## src/sv/ohc_pkg.sv

```systemverilog
package ohc_pkg;

   // Header bytes kept per file and the index width into that store
   localparam int OHC_STORE_DEPTH = 20;
   localparam int OHC_IDX_W       = $clog2(OHC_STORE_DEPTH);
   localparam int OHC_CNT_W       = 7;
   localparam logic [OHC_CNT_W-1:0] OHC_COUNT_MAX = 7'd127;
   localparam int OHC_READ_WINDOW = 64;
   localparam int OHC_SIZE_W      = 48;

   // Header queue between front and back
   localparam int OHC_QDEPTH = 2;
   localparam int OHC_QPTR_W = 1;
   localparam int OHC_QCNT_W = 2;

   // Register file
   localparam int OHC_ADDR_W = 5;
   localparam logic [1:0] OHC_REG_MAX_SIZE = 2'd0;
   localparam logic [1:0] OHC_REG_MAX_SECS = 2'd1;
   localparam logic [1:0] OHC_REG_MAX_OPT  = 2'd2;
   localparam logic [47:0] OHC_RST_MAX_SIZE = 48'd536870912;
   localparam logic [15:0] OHC_RST_MAX_SECS = 16'd32768;
   localparam logic [15:0] OHC_RST_MAX_OPT  = 16'd4096;

   // Magic numbers and machine codes
   localparam logic [7:0]  ELF_MAG0      = 8'h7f;
   localparam logic [7:0]  ELF_MAG1      = 8'h45;
   localparam logic [7:0]  ELF_MAG2      = 8'h4c;
   localparam logic [7:0]  ELF_MAG3      = 8'h46;
   localparam logic [7:0]  ELF_CLASS64   = 8'h02;
   localparam logic [7:0]  ELF_DATA_LSB  = 8'h01;
   localparam logic [15:0] ELF_EM_X86_64 = 16'd62;
   localparam logic [15:0] ELF_EM_ARM64  = 16'd183;
   localparam logic [7:0]  WASM_MAG0     = 8'h00;
   localparam logic [7:0]  WASM_MAG1     = 8'h61;
   localparam logic [7:0]  WASM_MAG2     = 8'h73;
   localparam logic [7:0]  WASM_MAG3     = 8'h6d;
   localparam logic [31:0] WASM_VERSION  = 32'd1;
   localparam logic [31:0] MACHO_MAGIC64 = 32'hfeedfacf;
   localparam logic [31:0] MACHO_CPU_X86 = 32'h01000007;
   localparam logic [31:0] MACHO_CPU_ARM = 32'h0100000c;
   localparam logic [15:0] COFF_AMD64    = 16'h8664;
   localparam logic [15:0] COFF_ARM64    = 16'haa64;
   localparam logic [6:0]  MIN_HEADER    = 7'd8;
   localparam logic [6:0]  MIN_MACHO     = 7'd12;
   localparam logic [6:0]  MIN_FULL      = 7'd20;
   localparam logic [47:0] MIN_SIZE      = 48'd8;

   typedef enum logic [2:0] {
      FMT_NONE  = 3'd0,
      FMT_ELF64 = 3'd1,
      FMT_WASM  = 3'd2,
      FMT_MACHO = 3'd3,
      FMT_COFF  = 3'd4
   } fmt_type;

   typedef enum logic [1:0] {
      ARCH_NONE   = 2'd0,
      ARCH_X86_64 = 2'd1,
      ARCH_ARM64  = 2'd2,
      ARCH_WASM32 = 2'd3
   } arch_type;

   typedef enum logic [3:0] {
      ST_OK          = 4'd0,
      ST_SIZE        = 4'd1,
      ST_SHORT       = 4'd2,
      ST_ELF_CLASS   = 4'd3,
      ST_ELF_MACHINE = 4'd4,
      ST_WASM_VER    = 4'd5,
      ST_SHORT_MACHO = 4'd6,
      ST_MACHO_CPU   = 4'd7,
      ST_SHORT_COFF  = 4'd8,
      ST_COFF_BOUNDS = 4'd9,
      ST_UNKNOWN     = 4'd10
   } status_type;

   typedef struct packed {
      logic [7:0]            data_byte;
      logic                  last_byte;
      logic [OHC_SIZE_W-1:0] stated_size;
   } req_type;

   typedef struct packed {
      logic [2:0]            format_code;
      logic [1:0]            arch_code;
      logic [3:0]            status_code;
      logic [OHC_SIZE_W-1:0] object_size;
   } rsp_type;

   // One finished file header waiting for classification
   typedef struct packed {
      logic [OHC_STORE_DEPTH-1:0][7:0] hdr;
      logic [OHC_CNT_W-1:0]            avail;
      logic [OHC_SIZE_W-1:0]           size;
   } snap_type;

   typedef struct packed {
      logic [47:0] max_object_size;
      logic [15:0] max_coff_sections;
      logic [15:0] max_coff_optional;
   } cfg_type;

   typedef struct packed {
      logic full;
      logic empty;
   } q_stat_type;

endpackage

```

## src/sv/object_header_classifier.sv

```systemverilog
// Channel  Ports                               Transaction
// req      req_valid, req_stall, req_data      one header byte, last flag, file size
// rsp      rsp_valid, rsp_stall, rsp_data      format, architecture, status, size
// csr      csr_psel .. csr_pready (64-bit)     limits at byte address 0, 8, 16
//
// One header byte is accepted every cycle unless stalled; the front only stores
// and counts. A finished header passes through a two-entry queue, which parts
// the front from the classifier, into the result register when that is free or
// draining. The input stalls only when two files wait behind a stalled result.
// Reset is synchronous and clears counts, queue and result valid; no clearing pass.
module object_header_classifier
   import ohc_pkg::*;
#(
   parameter int READ_WINDOW = OHC_READ_WINDOW
) (
   input  logic                  clock,
   input  logic                  reset,
   input  logic                  req_valid,
   output logic                  req_stall,
   input  req_type               req_data,
   output logic                  rsp_valid,
   input  logic                  rsp_stall,
   output rsp_type               rsp_data,
   input  logic                  csr_psel,
   input  logic                  csr_penable,
   input  logic                  csr_pwrite,
   input  logic [OHC_ADDR_W-1:0] csr_paddr,
   input  logic [63:0]           csr_pwdata,
   output logic [63:0]           csr_prdata,
   output logic                  csr_pready
);

   cfg_type    cfg_ff;
   logic       csr_wr;
   logic [1:0] reg_idx;
   logic       push, pop;
   snap_type   snap, head;
   q_stat_type q_stat;

   // Register file
   assign csr_pready = 1'b1;
   assign reg_idx    = csr_paddr[4:3];
   assign csr_wr     = csr_psel & csr_penable & csr_pwrite & csr_pready;

   always_ff @(posedge clock) begin
      if (reset) begin
         cfg_ff.max_object_size   <= OHC_RST_MAX_SIZE;
         cfg_ff.max_coff_sections <= OHC_RST_MAX_SECS;
         cfg_ff.max_coff_optional <= OHC_RST_MAX_OPT;
      end else if (csr_wr) begin
         unique case (reg_idx)
            OHC_REG_MAX_SIZE: cfg_ff.max_object_size   <= csr_pwdata[47:0];
            OHC_REG_MAX_SECS: cfg_ff.max_coff_sections <= csr_pwdata[15:0];
            OHC_REG_MAX_OPT:  cfg_ff.max_coff_optional <= csr_pwdata[15:0];
            default: ;
         endcase
      end
   end

   always_comb begin
      unique case (reg_idx)
         OHC_REG_MAX_SIZE: csr_prdata = {16'd0, cfg_ff.max_object_size};
         OHC_REG_MAX_SECS: csr_prdata = {48'd0, cfg_ff.max_coff_sections};
         OHC_REG_MAX_OPT:  csr_prdata = {48'd0, cfg_ff.max_coff_optional};
         default:          csr_prdata = '0;
      endcase
   end

   ohc_front #(
      .READ_WINDOW(READ_WINDOW)
   ) u_front (
      .clock    (clock),
      .reset    (reset),
      .req_valid(req_valid),
      .req_stall(req_stall),
      .req_data (req_data),
      .q_stat   (q_stat),
      .push     (push),
      .snap     (snap)
   );

   ohc_queue u_queue (
      .clock    (clock),
      .reset    (reset),
      .push     (push),
      .push_data(snap),
      .pop      (pop),
      .head     (head),
      .q_stat   (q_stat)
   );

   ohc_back u_back (
      .clock    (clock),
      .reset    (reset),
      .cfg      (cfg_ff),
      .head     (head),
      .q_stat   (q_stat),
      .pop      (pop),
      .rsp_valid(rsp_valid),
      .rsp_stall(rsp_stall),
      .rsp_data (rsp_data)
   );

endmodule

```

## src/sv/ohc_front.sv

```systemverilog
module ohc_front
   import ohc_pkg::*;
#(
   parameter int READ_WINDOW = OHC_READ_WINDOW
) (
   input  logic       clock,
   input  logic       reset,
   input  logic       req_valid,
   output logic       req_stall,
   input  req_type    req_data,
   input  q_stat_type q_stat,
   output logic       push,
   output snap_type   snap
);

   localparam logic [8:0] WIN = 9'(READ_WINDOW);

   logic [OHC_CNT_W-1:0]            cnt_ff, cnt_in, cnt_nx;
   logic [OHC_SIZE_W-1:0]           size_ff, size_in, size_cur;
   logic [OHC_STORE_DEPTH-1:0][7:0] header_ff, header_in;
   logic [OHC_CNT_W-1:0]            lim_win, lim;
   logic                            accept;

   // Stall only when the queue cannot take a finished header
   assign req_stall = q_stat.full;
   assign accept    = req_valid & ~req_stall;
   assign push      = accept & req_data.last_byte;

   // Saturating byte count of the current file
   assign cnt_nx = (cnt_ff == OHC_COUNT_MAX) ? OHC_COUNT_MAX : cnt_ff + 7'd1;

   // Sample the file size on the first byte of a file
   assign size_cur = (cnt_ff == '0) ? req_data.stated_size : size_ff;

   // Drop the byte into the store while there is room
   always_comb begin
      header_in = header_ff;
      if (cnt_ff < 7'(OHC_STORE_DEPTH)) begin
         header_in[cnt_ff[OHC_IDX_W-1:0]] = req_data.data_byte;
      end
   end

   // Usable length: smallest of count, window and stated size
   always_comb begin
      lim_win = ({2'b00, cnt_nx} > WIN) ? WIN[OHC_CNT_W-1:0] : cnt_nx;
      lim     = lim_win;
      if ({41'd0, lim_win} > size_cur) begin
         lim = size_cur[OHC_CNT_W-1:0];
      end
   end

   always_comb begin
      cnt_in  = cnt_ff;
      size_in = size_ff;
      if (accept) begin
         cnt_in  = req_data.last_byte ? '0 : cnt_nx;
         size_in = size_cur;
      end
   end

   assign snap.hdr   = header_in;
   assign snap.avail = lim;
   assign snap.size  = size_cur;

   always_ff @(posedge clock) begin
      if (reset) begin
         cnt_ff  <= '0;
         size_ff <= '0;
      end else begin
         cnt_ff  <= cnt_in;
         size_ff <= size_in;
      end
   end

   // Header bytes carry no reset
   always_ff @(posedge clock) begin
      if (accept) begin
         header_ff <= header_in;
      end
   end

endmodule

```

## src/sv/ohc_queue.sv

```systemverilog
module ohc_queue
   import ohc_pkg::*;
(
   input  logic       clock,
   input  logic       reset,
   input  logic       push,
   input  snap_type   push_data,
   input  logic       pop,
   output snap_type   head,
   output q_stat_type q_stat
);

   snap_type                entry_ff [OHC_QDEPTH];
   logic [OHC_QPTR_W-1:0]   wr_ptr_ff, rd_ptr_ff;
   logic [OHC_QCNT_W-1:0]   count_ff, count_in;

   assign head         = entry_ff[rd_ptr_ff];
   assign q_stat.full  = (count_ff == OHC_QCNT_W'(OHC_QDEPTH));
   assign q_stat.empty = (count_ff == '0);

   // Track occupancy
   always_comb begin
      count_in = count_ff;
      if (push && !pop) begin
         count_in = count_ff + 2'd1;
      end else if (pop && !push) begin
         count_in = count_ff - 2'd1;
      end
   end

   always_ff @(posedge clock) begin
      if (reset) begin
         wr_ptr_ff <= '0;
         rd_ptr_ff <= '0;
         count_ff  <= '0;
      end else begin
         count_ff <= count_in;
         if (push) begin
            wr_ptr_ff <= wr_ptr_ff + 1'b1;
         end
         if (pop) begin
            rd_ptr_ff <= rd_ptr_ff + 1'b1;
         end
      end
   end

   always_ff @(posedge clock) begin
      if (push) begin
         entry_ff[wr_ptr_ff] <= push_data;
      end
   end

   a_no_overflow: assert property (@(posedge clock) disable iff (reset)
      q_stat.full && !pop |-> !push)
      else $error("queue written while full");

   a_no_underflow: assert property (@(posedge clock) disable iff (reset)
      pop |-> !q_stat.empty)
      else $error("queue read while empty");

endmodule

```

## src/sv/ohc_back.sv

```systemverilog
module ohc_back
   import ohc_pkg::*;
(
   input  logic       clock,
   input  logic       reset,
   input  cfg_type    cfg,
   input  snap_type   head,
   input  q_stat_type q_stat,
   output logic       pop,
   output logic       rsp_valid,
   input  logic       rsp_stall,
   output rsp_type    rsp_data
);

   logic [OHC_STORE_DEPTH-1:0][7:0] b;
   logic       rsp_valid_ff, rsp_valid_in;
   rsp_type    rsp_data_ff;
   fmt_type    fmt;
   arch_type   arch;
   status_type st;
   logic [15:0] elf_mach, coff_mach, coff_secs, coff_opt;
   logic [31:0] word0, word1;
   logic        size_bad;

   // Take the next header when the output register is free or draining
   assign pop = ~q_stat.empty & (~rsp_valid_ff | ~rsp_stall);

   // Bytes past the usable length read as zero
   always_comb begin
      for (int i = 0; i < OHC_STORE_DEPTH; i++) begin
         b[i] = (head.avail > 7'(i)) ? head.hdr[i] : 8'h00;
      end
   end

   assign word0     = {b[3], b[2], b[1], b[0]};
   assign word1     = {b[7], b[6], b[5], b[4]};
   assign elf_mach  = {b[19], b[18]};
   assign coff_mach = {b[1], b[0]};
   assign coff_secs = {b[3], b[2]};
   assign coff_opt  = {b[17], b[16]};
   assign size_bad  = (head.size < MIN_SIZE) || (head.size > cfg.max_object_size);

   // Classify in file order; the first failing check wins
   always_comb begin
      fmt  = FMT_NONE;
      arch = ARCH_NONE;
      st   = ST_UNKNOWN;
      priority if (size_bad) begin
         st = ST_SIZE;
      end else if (head.avail < MIN_HEADER) begin
         st = ST_SHORT;
      end else if (b[0] == ELF_MAG0 && b[1] == ELF_MAG1 &&
                   b[2] == ELF_MAG2 && b[3] == ELF_MAG3) begin
         if (head.avail < MIN_FULL || b[4] != ELF_CLASS64 || b[5] != ELF_DATA_LSB) begin
            st = ST_ELF_CLASS;
         end else if (elf_mach == ELF_EM_X86_64) begin
            fmt = FMT_ELF64; arch = ARCH_X86_64; st = ST_OK;
         end else if (elf_mach == ELF_EM_ARM64) begin
            fmt = FMT_ELF64; arch = ARCH_ARM64; st = ST_OK;
         end else begin
            st = ST_ELF_MACHINE;
         end
      end else if (b[0] == WASM_MAG0 && b[1] == WASM_MAG1 &&
                   b[2] == WASM_MAG2 && b[3] == WASM_MAG3) begin
         if (word1 != WASM_VERSION) begin
            st = ST_WASM_VER;
         end else begin
            fmt = FMT_WASM; arch = ARCH_WASM32; st = ST_OK;
         end
      end else if (word0 == MACHO_MAGIC64) begin
         if (head.avail < MIN_MACHO) begin
            st = ST_SHORT_MACHO;
         end else if (word1 == MACHO_CPU_X86) begin
            fmt = FMT_MACHO; arch = ARCH_X86_64; st = ST_OK;
         end else if (word1 == MACHO_CPU_ARM) begin
            fmt = FMT_MACHO; arch = ARCH_ARM64; st = ST_OK;
         end else begin
            st = ST_MACHO_CPU;
         end
      end else if (coff_mach == COFF_AMD64 || coff_mach == COFF_ARM64) begin
         if (head.avail < MIN_FULL) begin
            st = ST_SHORT_COFF;
         end else if (coff_secs == '0 || coff_secs > cfg.max_coff_sections ||
                      coff_opt > cfg.max_coff_optional) begin
            st = ST_COFF_BOUNDS;
         end else begin
            fmt  = FMT_COFF;
            arch = (coff_mach == COFF_AMD64) ? ARCH_X86_64 : ARCH_ARM64;
            st   = ST_OK;
         end
      end else begin
         st = ST_UNKNOWN;
      end
   end

   // Hold the result until taken
   always_comb begin
      rsp_valid_in = rsp_valid_ff & rsp_stall;
      if (pop) begin
         rsp_valid_in = 1'b1;
      end
   end

   always_ff @(posedge clock) begin
      if (reset) begin
         rsp_valid_ff <= 1'b0;
      end else begin
         rsp_valid_ff <= rsp_valid_in;
      end
   end

   always_ff @(posedge clock) begin
      if (pop) begin
         rsp_data_ff.format_code <= fmt;
         rsp_data_ff.arch_code   <= arch;
         rsp_data_ff.status_code <= st;
         rsp_data_ff.object_size <= head.size;
      end
   end

   assign rsp_valid = rsp_valid_ff;
   assign rsp_data  = rsp_data_ff;

   a_fail_clears: assert property (@(posedge clock) disable iff (reset)
      rsp_valid_ff && rsp_data_ff.status_code != ST_OK |->
         rsp_data_ff.format_code == FMT_NONE && rsp_data_ff.arch_code == ARCH_NONE)
      else $error("failure result carries a format or architecture");

   a_ok_has_format: assert property (@(posedge clock) disable iff (reset)
      rsp_valid_ff && rsp_data_ff.status_code == ST_OK |->
         rsp_data_ff.format_code != FMT_NONE && rsp_data_ff.arch_code != ARCH_NONE)
      else $error("ok result without format or architecture");

endmodule

```

## config.mk

```make
export PLATFORM = sky130hd
export DESIGN_NAME = object_header_classifier
export DESIGN_NICKNAME = d
export VERILOG_FILES = /design/src/sv/ohc_pkg.sv /design/src/sv/object_header_classifier.sv /design/src/sv/ohc_front.sv /design/src/sv/ohc_queue.sv /design/src/sv/ohc_back.sv
export SDC_FILE = /design/constraint.sdc
export NUM_CORES = 1
export LEC_CHECK = 0
export ABC_AREA = 1
export BUFFER_PORTS_ARGS = -buffer_cell sky130_fd_sc_hd__buf_2
export CAP_MARGIN = 25
export CORE_ASPECT_RATIO = 1.5
export CORE_MARGIN = 5
export CORE_UTILIZATION = 35
export DETAILED_ROUTE_END_ITERATION = 6
export GPL_TIMING_DRIVEN = 0
export PLACE_DENSITY = 0.48
export SLEW_MARGIN = 20
export SYNTH_ARGS = -nofsm -noshare
export SYNTH_HDL_FRONTEND = slang
export SYNTH_HIERARCHICAL = 1
export SYNTH_SLANG_ARGS = --single-unit
```

## constraint.sdc

```tcl
create_clock -name clock -period 15.6 [get_ports clock]
set_input_delay 1.56 -clock clock [delete_from_list [all_inputs] [get_ports clock]]
set_output_delay 1.56 -clock clock [all_outputs]
set_load 0.01 [all_outputs]
```

=== Yosys cells after proc, flatten, opt, wreduce, memory -nomap -nowiden ===
Memories as Yosys holds them, arrays and structs flattened. A register that Yosys moved wholly into a read port is not among the register bits.
Cells that the tools add are included.

* Register bits: 357
* Bits in latches: 0
* Bits in writable memories: 430
* ROM bits: 0
* Bits of input ports: 133
* Output and inout bits: 124
* Word-level logic and storage cells: 193
* Memories kept: 1

{| class="wikitable"
|+ Memory list
! name !! depth !! width !! read ports !! clocked after Yosys merged registers in !! wr ports !! line !! source
|-
| u_queue.entry_ff || 2 || 215 || 1 || 1 || 1 || ohc_queue.sv:13 || <nowiki>snap_type entry_ff [OHC_QDEPTH];</nowiki>
|}

* Add/sub/neg operators: 5
* Multiply operators: 0
* Divide/modulo/power cells: 0
* $lt $le $gt $ge: 24
* Eq/ne operators: 21
* Shift-type cells: 0
* Mux-type cells: 70
* Bitwise operators: 11
* Reduce and logical (&&, ||, !) cells: 27

{| class="wikitable"
|+ Operators by type and width
! kind !! number
|-
| $bwmux 160 || 1
|-
| $mux 160 || 1
|-
| $pmux 48 s3 || 1
|-
| $mux 8 || 13
|-
| $eq 32x25->1 const B || 2
|-
| $eq 8x7->1 const B || 7
|-
| $gt 48x48->1 || 1
|-
| $gt 7x48->1 || 1
|-
| $lt 48x4->1 const B || 1
|-
| $mux 48 || 1
|-
| $demux 8 s5 || 1
|-
| $mux 4 || 10
|-
| $mux 3 || 13
|-
| $mux 2 || 19
|-
| $eq 16x16->1 const B || 2
|-
| $eq 32x32->1 const B || 1
|-
| $gt 16x16->1 || 2
|-
| $ne 32x1->1 const B || 1
|-
| $gt 7x3->1 const B || 4
|-
| $gt 7x5->1 const B || 4
|-
| $mux 7 || 4
|-
| $eq 16x6->1 const B || 1
|-
| $eq 16x8->1 const B || 1
|-
| $logic_not 16->1 || 1
|-
| 29 further kinds || 65
|}

=== Logic depth before layout (Yosys ltp) ===
* Word-level depth: 12
* Gate-level depth with buffers: 28

=== By module ===
Netlist, hierarchy kept.

{| class="wikitable"
|+ Modules (own cells, without submodules)
! module !! times used !! cells each !! area an instance (um^2)
|-
| ohc_queue || 1 || 702 || 16355.7
|-
| ohc_front || 1 || 1137 || 10206.0
|-
| ohc_back || 1 || 735 || 5391.4
|-
| object_header_classifier || 1 || 645 || 3990.1
|}

=== Worst setup path after synthesis ===
No wires, ideal clock.

* Kind: input-to-reg
* Start point: in req_valid
* End point: mem u_queue/entry_ff[0][0] in the netlist's numbering (enable)
* Setup time: 0.794 ns
* Arrival time: 11.203 ns
* Data required time: 14.806 ns
* Path slack: 3.604 ns
* Stages: 7
* Path buffers: 1
* Path through: inv_1 -> nor2_1 -> inv_1 -> clkbuf_1 -> nor2_1 -> inv_1 -> nor2_1

* Word-level cells in the longest chain between the ends: 4

{| class="wikitable"
|+ RTL lines
! what !! line !! source
|-
| start: declaration || object_header_classifier.sv:18 || <nowiki>input logic req_valid,</nowiki>
|-
| $and 1x1->1 || ohc_front.sv:26 || <nowiki>assign accept = req_valid & ~req_stall;</nowiki>
|-
| $and 1x1->1 || ohc_front.sv:27 || <nowiki>assign push = accept & req_data.last_byte;</nowiki>
|-
| net push || object_header_classifier.sv:36 || <nowiki>logic push, pop;</nowiki>
|-
| $mux 1 || ohc_queue.sv:48 || <nowiki>if (push) begin</nowiki>
|-
| $mux 1 (implied by the code) || ohc_queue.sv:49 || <nowiki>entry_ff[wr_ptr_ff] <= push_data;</nowiki>
|-
| end: declaration || ohc_queue.sv:13 ||
|}

The timed path passes the listed nets, and every way through them passes these cells.

==> results.md <==
* Max clock buf depth at 3
* Total number of vias at 20,063
* Antenna Cells at 0
* Clock power frac at 0.282
* Slew margin rel. at 0.378
* Sink Count at 596
* Area grow syn2layout at 16.7%
* Worst VDD drop at 91.1 uV
* Hold-fix buffers, CTS at 0
* Num CTS Buffers at 58
* Number of port buffers at 220
* Global route total overflow at 0
* Initial Util at 0.352
* Antenna Nets Post-Route at 0
* TNS Setup at 0 ps
* Sw Ratio at 0.320
* Htree depth at 2
* Synthesized area at 28,500 um2
* Post-CTS resize count at 0
* DIE AREA at 87,400 um2
* Global Route Usage Sum at 0.191
* Pwr dens at 150 nW/um2
* Syn Inst Count at 2,813
* Startpoint Class: register
* Avg Cell Area, Syn at 10.1 um2
* Detailed Routing Iterations Pass 1 at 5
* Routed vias/inst at 4.76
* Final GP Congestion at 0.875
* Fin nets at 3,349
* Io pins at 257
* Post-Layout Cell Count at 4,212
* Number of global-route vias before repair at 20,401
* RSZ-0062 raised after global routing: false
* Worst min path class: register to register
* Clock skew at 33.4 ps
* Final Hold Fails at 0
* Setup-failing EPs final at 0
* # DRC at 0
* Wirelength per Cell at 20.4 um
* Total setup buffers inserted after CTS at 0
* Int Power at 3390 uW
* Die H at 360 um
* Setup ws final at 10,800 ps
* Critical Path RT at 15,920 ps
* CTS root buffer: clkbuf_16
* Largest net degree at the start of global routing at 80
* Worst-Margin Slew at 924 ps
* WS Path Type: register to register
* Fmax at 208 MHz
* Post-Place Worst Slack at 10,760 ps
* Layout cells sized above 1 at 0.207
* Clock Latency Late Sink at 640 ps
* Initial DRC count at 1,115
* Final worst path period share at 0.308
* Final wirelength at 86,100 um
* Die Span X at 243 um
* Row count at 128
* TritonCTS clock tree: built
* Seq pwr share at 0.421
* Arrival time of the worst setup path at 5120 ps
* CP max FO at 10
* Final min period at 4800 ps
* Critical Path End Type: register
* Switching power at 1590 uW
* Yosys Warn Count at 6
* Status: finished clean
* Global-route wire length before repair at 128,000 um
* Antenna violations before repair at 0
* Placed Cells at 4,105
* HPWL after DPL at 66,600 um
* CTS clk-pin slew, worst paths at 60 ps
* Static Leak at 0.0139 uW
* Max-slew violations at 0
* Max Cap Violations at 0
* Combinational share of power at 0.297
* Core area at 81,000 um2
-- power by group through the flow --
stage / sequential, uW / clock [uW] / combinational, uW
after global placement: 2180 / 0 / 1400
after floorplan: 2170 / 0 / 933
after CTS: 2100 / 1450 / 1510
after detailed placement: 2130 / 0 / 1500
final: 2090 / 1410 / 1480
after global routing: 2110 / 1510 / 1630
-- per-layer routing --
| layer | routed length, um | global-route usage | up-vias |
|---|---|---|---|
| li1 | - | - | 9905 |
| met1 | 32700 | 0.212 | 9535 |
| met2 | 46200 | 0.365 | 487 |
| met3 | 3500 | 0.0267 | 136 |
| met4 | 3670 | 0.0734 | 0 |
| met5 | 0 | 0 | - |
-- cell usage in the layout (no fill, tap or decap), drive strengths merged, types with 4 or more instances in the layout --
master,n
nand2,537
edfxtp,455
nor2,407
inv,390
buf,316
o21ai,195
mux2,151
nand3,142
dfxtp,141
clkbuf,127
ha,91
a21oi,80
nand4,28
clkinv,24
nor3,19
conb,17
nor4,15
o21a,6
o21bai,5
bufinv,4
-- critical path: stages (launching register included) --
cell and delay, ps:
dfxtp_1 320, buf_6 190, buf_6 210, buf_6 220, mux2_4 350, nor2_4 190, nand2_1 90, o311ai_1 710
inv_1 340, nor2_1 170, ha_1 150, nand2_1 60, inv_1 60, nand3_1 110, nor3_1 210, nand2_1 80
nand2_1 60, nand2_1 110, nand2_1 90, inv_1 30, nand2_1 120, inv_1 100, nand2_1 70, o21ai_0 130
nand2_1 110, nand3_1 180
-- path summary, 6_finish.rpt --
kind / startpoint / end / slack [ps] / cells past startpoint
max: register / u_back/rsp_data[53] / 10800 / 25
min reg2reg: u_queue/rd_ptr_ff / register / 480 / 2
max reg2reg: register / u_back/rsp_data[53] / 10800 / 25
min: u_queue/rd_ptr_ff / register / 480 / 2
-- final cells by class --
type / count / area (um2)
fill: 7900 / 47700
multi-input combinational: 1712 / 9850
inverter: 387 / 1470
buffer: 133 / 810
clock inverter: 34 / 317
timing repair buffer: 237 / 1500
clock buffer: 73 / 1580
sequential: 596 / 16500
tap: 1040 / 1300
-- state kept, by name, summed over array words and instances (netlist names), named ones only --
signal             flops
u_front/header_ff     96
u_queue/wr_ptr_ff      1
u_queue/entry_ff     302
u_back/rsp_data       57
u_back/rsp_valid       1
u_front/cnt_ff         7
u_front/size_ff       48
cfg_ff                80
u_queue/rd_ptr_ff      1
u_queue/count_ff       2
-- metrics by stage --
step	hold WS [ps]	total power (uW)	area, um2	utilization
2_1_floorplan	467	3100	28600	-
3_3_place_gp	462	3580	31000	0.382
3_5_place_dp	490	3630	31400	0.388
4_1_cts	467	5060	33300	0.411
5_1_grt	534	5250	33300	0.411
6_report	483	4980	33300	0.411
Power figures use the tool's default switching activity.
